[config.mk]
export PLATFORM = sky130hd
export DESIGN_NAME = pooled_linked_list_with_cursor
export DESIGN_NICKNAME = d
export VERILOG_FILES = /design/src/pll_pkg.sv /design/src/pll_dp.sv /design/src/pll_ctrl.sv /design/src/pooled_linked_list_with_cursor.sv
export VERILOG_INCLUDE_DIRS = /design/src /design/src/src
export SDC_FILE = /design/constraint.sdc
export NUM_CORES = 2
export LEC_CHECK = 0
export ABC_CLOCK_PERIOD_IN_PS = 7700
export BUFFER_PORTS_ARGS = -buffer_cell sky130_fd_sc_hd__buf_2
export CAP_MARGIN = 20
export CORE_MARGIN = 5
export CORE_UTILIZATION = 25
export CTS_BUF_LIST = sky130_fd_sc_hd__clkbuf_8
export CTS_CLUSTER_DIAMETER = 60
export DETAILED_ROUTE_END_ITERATION = 8
export PLACE_DENSITY = 0.47
export SLEW_MARGIN = 20
export SYNTH_ARGS = -nofsm -noshare
export SYNTH_HDL_FRONTEND = slang
export SYNTH_SLANG_ARGS = --single-unit
[constraint.sdc]
create_clock -name clk -period 7.7 [get_ports clk]
set_clock_uncertainty 0.2 [all_clocks]
set_input_delay 1.155 -clock clk [delete_from_list [all_inputs] [get_ports clk]]
set_output_delay 1.155 -clock clk [all_outputs]
set_load 0.02 [all_outputs]
[src/assert_macros.svh]
// assertion helpers shared by the rtl
`ifndef ASSERT_MACROS_SVH
`define ASSERT_MACROS_SVH

// check a condition every cycle outside reset
`define CHK_ALWAYS(label, clk, rst_n, cond, msg) \
  label: assert property (@(posedge clk) disable iff (!rst_n) (cond)) else $error(msg);

// check that a trigger implies a condition on the next cycle
`define CHK_NEXT(label, clk, rst_n, trig, cond, msg) \
  label: assert property (@(posedge clk) disable iff (!rst_n) (trig) |=> (cond)) else $error(msg);

`endif

[src/pll_pkg.sv]
// ----------------------------------------------------------------------------
// pll_pkg
// types and constants for the pooled linked list with cursor
// ----------------------------------------------------------------------------
package pll_pkg;

  localparam int PoolSlots = 64;
  localparam int DataBits  = 32;
  localparam int IdxW      = $clog2(PoolSlots);
  localparam int LinkW     = IdxW + 1;
  localparam logic [LinkW-1:0] NIL = LinkW'(PoolSlots);

  localparam logic [2:0] REQ_INSERT = 3'd0;
  localparam logic [2:0] REQ_REMOVE = 3'd1;
  localparam logic [2:0] REQ_READ   = 3'd2;
  localparam logic [2:0] REQ_START  = 3'd3;
  localparam logic [2:0] REQ_STEP   = 3'd4;
  localparam logic [2:0] REQ_INDEX  = 3'd5;
  localparam logic [2:0] REQ_END    = 3'd6;
  localparam logic [2:0] REQ_CLEAR  = 3'd7;

  localparam logic [1:0] ST_OK    = 2'd0;
  localparam logic [1:0] ST_FULL  = 2'd1;
  localparam logic [1:0] ST_UNDER = 2'd2;
  localparam logic [1:0] ST_END   = 2'd3;

  typedef struct packed {
    logic [2:0]  req_type;
    logic [31:0] value;
    logic [6:0]  position;
  } pll_in_t;

  typedef struct packed {
    logic [31:0] data_out;
    logic [1:0]  status;
    logic [6:0]  element_count;
    logic        at_begin;
    logic        at_end;
    logic        is_full;
  } pll_out_t;

  // datapath commands
  typedef enum logic [3:0] {
    OP_NONE  = 4'd0,  // rd = link of cursor
    OP_LOAD  = 4'd1,  // capture request, rd = link of cursor
    OP_RDCUR = 4'd2,  // cur = link, rd = link of cur
    OP_PLACE = 4'd3,  // as rdcur, and fill the lowest free slot
    OP_INS   = 4'd4,  // link the new slot after the cursor
    OP_REM   = 4'd5,  // unlink cur, keep its data
    OP_READ  = 4'd6,  // keep data of cur
    OP_HOME  = 4'd7,  // cursor to head marker
    OP_STEP  = 4'd8,  // cursor = cur
    OP_IDX0  = 4'd9,  // cursor to head marker, walk = head, rd = link of head
    OP_END0  = 4'd10, // walk = cur, rd = link of cur
    OP_WALK  = 4'd11, // cursor = walk, walk = link, rd = link of walk
    OP_POST2 = 4'd12, // walk = link of cursor, rd = link of walk
    OP_CLR   = 4'd13
  } pll_op_t;

  typedef struct packed {
    logic       cur_nil;
    logic       nxt_nil;
    logic       walk_done;
    logic       full;
    logic [2:0] req;
    logic       pos_ok;
  } pll_stat_t;

endpackage

[src/pll_dp.sv]
// ----------------------------------------------------------------------------
// pll_dp
// slot memories, list registers and result formation
// ----------------------------------------------------------------------------
module pll_dp import pll_pkg::*; (
  input  logic      clk,
  input  logic      rst_n,
  input  pll_in_t   in_req,
  input  pll_op_t   op,
  input  logic [1:0] st_code,
  output pll_stat_t stat,
  output pll_out_t  res
);

  logic [DataBits-1:0] mem_data [PoolSlots];
  logic [LinkW-1:0]    mem_next [PoolSlots];
  logic [PoolSlots-1:0] used_r;

  logic [LinkW-1:0] head_r, cursor_r, cur_r, walk_r;
  logic [6:0] count_r, steps_r, pos_r;
  logic [2:0] req_r;
  logic [DataBits-1:0] val_r, rdata_r, dout_r;
  logic [IdxW-1:0] free_idx;

  logic [LinkW-1:0] rd_idx;
  logic [LinkW-1:0] link_rd;
  logic             rd_head;
  logic [LinkW-1:0] link_val;
  logic             next_we;
  logic [IdxW-1:0]  next_wa;
  logic [LinkW-1:0] next_wd;

  // link of the last read position, head marker reads head register
  assign link_val = rd_head ? head_r : link_rd;

  // lowest free slot
  always_comb begin
    free_idx = '0;
    for (int i = PoolSlots - 1; i >= 0; i--) begin
      if (!used_r[i]) free_idx = IdxW'(i);
    end
  end

  // read address select
  always_comb begin
    rd_idx = cursor_r;
    if (op == OP_RDCUR || op == OP_PLACE || op == OP_WALK || op == OP_POST2) begin
      rd_idx = link_val;
    end else if (op == OP_IDX0) begin
      rd_idx = head_r;
    end else if (op == OP_END0) begin
      rd_idx = cur_r;
    end
  end

  // single write port for the link memory
  always_comb begin
    next_we = 1'b0;
    next_wa = free_idx;
    next_wd = link_val;
    if (op == OP_PLACE) begin
      next_we = 1'b1;
    end else if (op == OP_INS && !cursor_r[IdxW]) begin
      next_we = 1'b1;
      next_wa = cursor_r[IdxW-1:0];
      next_wd = {1'b0, free_idx};
    end else if (op == OP_REM && !cursor_r[IdxW]) begin
      next_we = 1'b1;
      next_wa = cursor_r[IdxW-1:0];
      next_wd = link_val;
    end
  end

  // registered memory reads and writes
  always_ff @(posedge clk) begin
    rd_head <= rd_idx[IdxW];
    link_rd <= mem_next[rd_idx[IdxW-1:0]];
    rdata_r <= mem_data[rd_idx[IdxW-1:0]];
    if (op == OP_PLACE) mem_data[free_idx] <= val_r;
    if (next_we) mem_next[next_wa] <= next_wd;
  end

  // list registers
  always_ff @(posedge clk) begin
    if (!rst_n) begin
      used_r   <= '0;
      head_r   <= NIL;
      cursor_r <= NIL;
      count_r  <= '0;
    end else begin
      case (op)
        OP_INS: begin
          used_r[free_idx] <= 1'b1;
          if (cursor_r[IdxW]) head_r <= {1'b0, free_idx};
          count_r <= count_r + 7'd1;
        end
        OP_REM: begin
          used_r[cur_r[IdxW-1:0]] <= 1'b0;
          if (cursor_r[IdxW]) head_r <= link_val;
          count_r <= count_r - 7'd1;
        end
        OP_HOME:  cursor_r <= NIL;
        OP_STEP:  cursor_r <= cur_r;
        OP_IDX0:  cursor_r <= NIL;
        OP_WALK:  cursor_r <= walk_r;
        OP_CLR: begin
          used_r   <= '0;
          head_r   <= NIL;
          cursor_r <= NIL;
          count_r  <= '0;
        end
        default: ;
      endcase
    end
  end

  // working registers
  always_ff @(posedge clk) begin
    case (op)
      OP_LOAD: begin
        req_r  <= in_req.req_type;
        val_r  <= in_req.value;
        pos_r  <= in_req.position;
        dout_r <= '0;
      end
      OP_RDCUR: cur_r <= link_val;
      OP_PLACE: cur_r <= link_val;
      OP_REM:   dout_r <= rdata_r;
      OP_READ:  dout_r <= rdata_r;
      OP_IDX0: begin
        walk_r  <= head_r;
        steps_r <= '0;
      end
      OP_END0:  walk_r <= cur_r;
      OP_WALK: begin
        walk_r  <= link_val;
        steps_r <= steps_r + 7'd1;
      end
      OP_POST2: walk_r <= link_val;
      default: ;
    endcase
  end

  assign stat.cur_nil   = cur_r[IdxW];
  assign stat.nxt_nil   = link_val[IdxW];
  assign stat.walk_done = (req_r == REQ_INDEX) ? (steps_r == pos_r || walk_r[IdxW])
                                               : (walk_r[IdxW] || link_val[IdxW]);
  assign stat.full      = (count_r >= 7'(PoolSlots));
  assign stat.req       = req_r;
  assign stat.pos_ok    = (pos_r < count_r);

  // result fields
  always_comb begin
    res.data_out      = dout_r;
    res.status        = st_code;
    res.element_count = count_r;
    res.at_begin      = cursor_r[IdxW];
    res.at_end        = walk_r[IdxW] || link_val[IdxW];
    res.is_full       = (count_r >= 7'(PoolSlots));
  end

endmodule

[src/pll_ctrl.sv]
// ----------------------------------------------------------------------------
// pll_ctrl
// sequencer for list requests
// ----------------------------------------------------------------------------
module pll_ctrl import pll_pkg::*; (
  input  logic      clk,
  input  logic      rst_n,
  input  logic      start,
  output logic      busy,
  input  pll_stat_t stat,
  output pll_op_t   op,
  output logic [1:0] st_code,
  output logic      done
);

  typedef enum logic [6:0] {
    S_IDLE  = 7'b0000001,
    S_CUR   = 7'b0000010,
    S_EXEC  = 7'b0000100,
    S_WALK  = 7'b0001000,
    S_POST  = 7'b0010000,
    S_AHEAD = 7'b0100000,
    S_FIN   = 7'b1000000
  } state_t;

  state_t state_r, state_nxt;
  logic [1:0] st_r, st_nxt;

  assign busy = (state_r != S_IDLE);
  assign st_code = st_r;

  always_comb begin
    state_nxt = state_r;
    st_nxt = st_r;
    op = OP_NONE;
    done = 1'b0;
    unique case (state_r)
      S_IDLE: if (start) begin
        op = OP_LOAD;
        st_nxt = ST_OK;
        state_nxt = S_CUR;
      end
      // fetch current element, place new data early for insert
      S_CUR: begin
        op = (stat.req == REQ_INSERT && !stat.full) ? OP_PLACE : OP_RDCUR;
        state_nxt = S_EXEC;
      end
      // execute the request
      S_EXEC: begin
        state_nxt = S_POST;
        unique case (stat.req)
          REQ_INSERT: if (stat.full) st_nxt = ST_FULL; else op = OP_INS;
          REQ_REMOVE: if (stat.cur_nil) st_nxt = ST_UNDER; else op = OP_REM;
          REQ_READ:   if (stat.cur_nil) st_nxt = ST_UNDER; else op = OP_READ;
          REQ_START:  op = OP_HOME;
          REQ_STEP: begin
            if (stat.cur_nil || stat.nxt_nil) st_nxt = ST_END;
            else op = OP_STEP;
          end
          REQ_INDEX: begin
            if (stat.pos_ok) begin
              op = OP_IDX0;
              state_nxt = S_WALK;
            end else begin
              st_nxt = ST_END;
            end
          end
          REQ_END: if (!stat.cur_nil) begin
            op = OP_END0;
            state_nxt = S_WALK;
          end
          REQ_CLEAR:  op = OP_CLR;
        endcase
      end
      // one link per cycle
      S_WALK: begin
        if (stat.walk_done) state_nxt = S_POST;
        else op = OP_WALK;
      end
      // look two links ahead of the cursor for the end flag
      S_POST: state_nxt = S_AHEAD;
      S_AHEAD: begin
        op = OP_POST2;
        state_nxt = S_FIN;
      end
      S_FIN: begin
        done = 1'b1;
        state_nxt = S_IDLE;
      end
      default: state_nxt = S_IDLE;
    endcase
  end

  always_ff @(posedge clk) begin
    if (!rst_n) begin
      state_r <= S_IDLE;
      st_r <= ST_OK;
    end else begin
      state_r <= state_nxt;
      st_r <= st_nxt;
    end
  end

endmodule

[src/pooled_linked_list_with_cursor.sv]
// ----------------------------------------------------------------------------
// pooled_linked_list_with_cursor
// linked list in a 64-slot pool with a cursor, one result per request
// ----------------------------------------------------------------------------
// channel  ports                  handshake
// request  in_req                 start & !busy
// result   out_res                out_valid, one cycle
// sequence: a taken request passes the states cur, exec, post, ahead and fin;
//   busy through fin, which raises the result strobe, next request taken in idle
// walks: an index in range and an end with a current element step the list
//   link by link in the walk state before post
// reset: synchronous, list empty, cursor at head
// stalls: the receiver cannot stall
module pooled_linked_list_with_cursor import pll_pkg::*; (
  input  logic     clk,
  input  logic     rst_n,
  input  logic     start,
  output logic     busy,
  input  pll_in_t  in_req,
  output logic     out_valid,
  output pll_out_t out_res
);
`include "assert_macros.svh"

  pll_op_t    op;
  pll_stat_t  stat;
  logic [1:0] st_code;
  logic       done;

  pll_ctrl u_ctrl (.clk, .rst_n, .start, .busy, .stat, .op, .st_code, .done);
  pll_dp   u_dp   (.clk, .rst_n, .in_req, .op, .st_code, .stat, .res(out_res));

  assign out_valid = done;

  `CHK_ALWAYS(a_cnt, clk, rst_n, out_res.element_count <= 7'(PoolSlots), "count overflow")
  `CHK_NEXT(a_busy, clk, rst_n, start && !busy, busy, "request not taken")
  `CHK_NEXT(a_free, clk, rst_n, out_valid, !busy, "busy after result")

endmodule

==> results_dict.tcl <==
set metrics [dict create \
    result_of_the_run "complete, no violations" \
    worst_skew_pair.late_latency_ps 1160 \
    area_delta_synth_final_pct 17.1 \
    regToRegEndpoint "u_dp.rdata_r[15]$_DFF_P_" \
    wire_length_of_the_first_global_routing_pass_um 582000 \
    fin_crit_ps 6760 \
    worst_ir_drop_vdd_mv 0.137 \
    final_antenna_net_count 0 \
    tritoncts.num_buffers 458 \
    drt_first_pass_iters 6 \
    area_occupied_by_registers_um2 80500 \
    post_drt_via_cell_ratio 5.22 \
    post_cts_buffers 0 \
    worst-path-max-fanout 31 \
    worstSetupStartpoint "u_ctrl.state_r[6]$_SDFFE_PN0P_" \
    wirelength_um 426000 \
    critical_path.endpoint_type "flop" \
    die_width_um 667 \
    nNetsFinal 7720 \
    p_leak_nw 41.3 \
    worstRegToRegCells 14 \
    cts_root_buf "clkbuf_8" \
    hold_slack_ps 154 \
    synthCells 7209 \
    cap_violations 0 \
    fp.dieH_um 667 \
    syn_area_per_cell_um2 15.0 \
    initialDrtViolationCount 9501 \
    fin_tns_setup_ps 0 \
    post-dp-hpwl_um 252000 \
    setup.worst_path.start_class "flop" \
    cts_max_level 5 \
    tightest_slew_ps 1230 \
    synth_enable_flop_cells 2591 \
    post_synth_instance_area_um2 108000 \
    finalCoreUtilization 0.294 \
    rr_startpoint "u_ctrl.state_r[6]$_SDFFE_PN0P_" \
    clock_sink_count 2725 \
    critPathRequiredTime_ps 8430 \
    cts.clk_slew.worst_paths_ps 60 \
    postSynthNetCount 7267 \
    number_of_global_route_vias_before_repair 69200 \
    count_of_instances_resized_after_the_clock_tree_is_built 0 \
    max-clock-path-buffers 4 \
    overall_fraction_of_global_route_tracks_in_use 0.184 \
    min-delay-path-class "input port to flop" \
    max_slew_margin_vs_limit 0.182 \
    hold_viol_final 0 \
    synth_sequential_area_ratio 0.746 \
    port-buffer-count 90 \
    initial_utilization 0.251 \
    r2r_setup_slk_ps 940 \
    clock.fmax_mhz 148 \
    synth_register_bits 2725 \
    maxSlewViolCount 0 \
    detailroute.via_count 72000 \
    yosys_most_used_dff "edfxtp_1" \
    route.detailed.wl_per_inst_um 30.9 \
    cts_tree "built" \
    grt_max_degree 140 \
    setup_violations_final 0 \
    nFillCells 43300 \
    fraction_of_the_cycle_the_final_worst_path_needs 0.878 \
    p_total_mw 29.5 \
    num_io_pins 91 \
    yosysWarningCount 0 \
    core-area_um2 431000 \
    std_cell_rows 241 \
    grt_setup_unrepaired "no" \
    crit_arrival_ps 7500 \
    final.setup.worst_slack_ps 936 \
    power_per_cell_area_nw_per_um2 233 \
    gpl.final_weighted_congestion 0.844 \
    place_ws_ps 989 \
    ys_types 98 \
    grt_antenna_before_repair 32 \
    drive_gt1_frac 0.168 \
    multi_input_comb_area_um2 25900 \
    critical_path.endpoint "u_dp.rdata_r[15]$_DFF_P_" \
    drc 0 \
    grt-ovfl-total 0 \
    timing.setup.critical_path_class "flop to flop" \
    async_flop_share 0 \
    design.die.area_um2 445000 \
]
==> Yosys cell counts (26+ instances only) <==
| master | count | share of area |
|---|---|---|
| buf_1 | 48 | 0.0017 |
| and3_1 | 118 | 0.0068 |
| edfxtp_1 | 2591 | 0.72 |
| nand2_1 | 1261 | 0.044 |
| a32oi_1 | 40 | 0.0032 |
| a311o_1 | 41 | 0.0038 |
| a311oi_1 | 89 | 0.0072 |
| buf_2 | 264 | 0.012 |
| a22oi_1 | 38 | 0.0026 |
| mux2_2 | 81 | 0.0085 |
| o221ai_1 | 67 | 0.0054 |
| mux2i_1 | 171 | 0.016 |
| a221oi_1 | 102 | 0.0083 |
| nor3_1 | 94 | 0.0044 |
| a2111oi_0 | 26 | 0.0021 |
| dfxtp_1 | 134 | 0.025 |
| a31oi_1 | 144 | 0.0083 |
| mux4_2 | 90 | 0.019 |
| nand4_1 | 54 | 0.0031 |
| clkbuf_1 | 141 | 0.0049 |
| o211ai_1 | 78 | 0.0054 |
| a221o_1 | 40 | 0.0037 |
| nand3_1 | 314 | 0.015 |
| nor2_1 | 173 | 0.0060 |
| and2_1 | 46 | 0.0027 |
| o22ai_1 | 68 | 0.0039 |
| a211oi_1 | 103 | 0.0072 |
| o21ai_0 | 126 | 0.0058 |
| a21oi_1 | 241 | 0.011 |
| nor4_1 | 32 | 0.0019 |
| inv_1 | 37 | 0.0013 |
| buf_4 | 28 | 0.0019 |
==> routing by layer <==
layer  share of wire  vias up  track usage
met5        0.000087        -            0
met4           0.038        4       0.0666
met3           0.088      726       0.0339
met2            0.47     3943        0.296
met1            0.41    37900        0.248
li1                -    29400            -
==> worst min-delay path by stage <==
stage / end / depth (start not counted) / slack (ps) / start
after floorplan: u_dp.used_r[4]$_SDFFE_PN0P_ / 2 / 260 / u_dp.used_r[4]$_SDFFE_PN0P_
after global placement: u_ctrl.st_code[0]$_SDFFE_PN0P_ / 2 / 250 / u_ctrl.st_code[0]$_SDFFE_PN0P_
after detailed placement: u_ctrl.st_code[1]$_SDFFE_PN0P_ / 2 / 250 / u_ctrl.st_code[1]$_SDFFE_PN0P_
after CTS: u_dp.val_r[29]$_DFFE_PP_ / 1 / 80 / in_req[36]
after global routing: u_dp.val_r[29]$_DFFE_PP_ / 1 / 100 / in_req[36]
final: u_dp.val_r[29]$_DFFE_PP_ / 1 / 150 / in_req[36]
==> power breakdown <==
group          total (mW)  leakage [nW]  switching (mW)  internal, mW
sequential           16.4          24.6          0.0554          16.3
clock                12.2          4.93            6.17          6.04
combinational       0.932          11.7           0.732         0.200
==> metrics by stage <==
step | cell area [um2] | cells
4_1_cts | 126000 | 13800
5_1_grt | 126000 | 13800
3_5_place_dp | 117000 | 12900
2_1_floorplan | 108000 | 7209
3_3_place_gp | 117000 | 12900
6_report | 126000 | 13800
==> sequential cells by signal (all words and copies together), names as in the netlist <==
register and count:
u_dp.req_r 3, u_dp.walk_r 7, u_ctrl.st_code 2, u_ctrl.state_r 7
u_dp.link_rd 7, u_dp.cur_r 7, u_dp.mem_data 2048, u_dp.head_r 7
u_dp.rdata_r 32, u_dp.val_r 32, u_dp.used_r 64, u_dp.mem_next 448
u_dp.rd_head 1, u_dp.pos_r 7, u_dp.steps_r 7, u_dp.cursor_r 7
u_dp.dout_r 32, u_dp.count_r 7
==> critical path, stage by stage, from the launching register on <==
cell	delay [ps]
dfxtp_1	370
or4_4	610
nor2_2	220
nand2_1	160
or3_1	460
a21oi_1	860
a21boi_1	520
o21a_4	490
buf_4	360
nor2_4	620
buf_12	360
a32oi_1	180
and3_1	220
o41ai_1	690
o32ai_1	160
==> kinds of logic after synthesis <==
kind of cell    count (synthesis)  share of synthesized area
mux                           350                     0.0440
buf+inv                       530                     0.0233
fa+ha+maj                      13                    0.00158
flops                        2725                      0.746
simple gates                 2179                     0.0897
compound gates               1393                     0.0942
xor+xnor                       19                    0.00154
==> final cells by class <==
| cell class | count | area share |
|---|---|---|
| Sequential cell | 2725 | 0.637 |
| Multi-Input combinational cell | 3954 | 0.205 |
| Tap cell | 5710 | 0.0565 |
| Clock buffer | 464 | 0.0505 |
| Timing Repair Buffer | 486 | 0.0333 |
| Clock inverter | 384 | 0.0163 |
| Inverter | 37 | 0.00110 |
| Antenna cell | 34 | 0.000673 |
==> cell usage in the layout, fill, tap and decap left out, drive strengths merged, types with 32 or more instances in the layout <==
cell         Yosys  final
a21oi          242    242
edfxtp        2591   2591
a211oi         103    103
a221o           40     40
nand3          318    318
dfxtp          134    134
buf            352    445
a311oi          90     90
mux2i          171    171
a2111oi         33     33
and2            46     46
inv             37    234
clkinv           0    161
and3           119    119
o21ai          137    137
o211ai          78     78
nand2         1263   1263
nand4           54     54
a32oi           40     40
nor2           178    178
a31oi          145    145
a311o           41     41
a221oi         102    102
nor3            98     98
clkbuf         141    464
diode            0     34
mux4            90     90
nor4            32     32
mux2            89     89
o221ai          68     68
a22oi           39     39
dlygate4sd3      0     40
o22ai           68     68
==> what timing repair did <==
| item | CTS | global route |
|---|---|---|
| setup endpoints to repair | 0 | 0 |
| hold buffers | 40 | 0 |
| hold endpoints to repair | 40 | 0 |
Power figures use the tool's default switching activity.
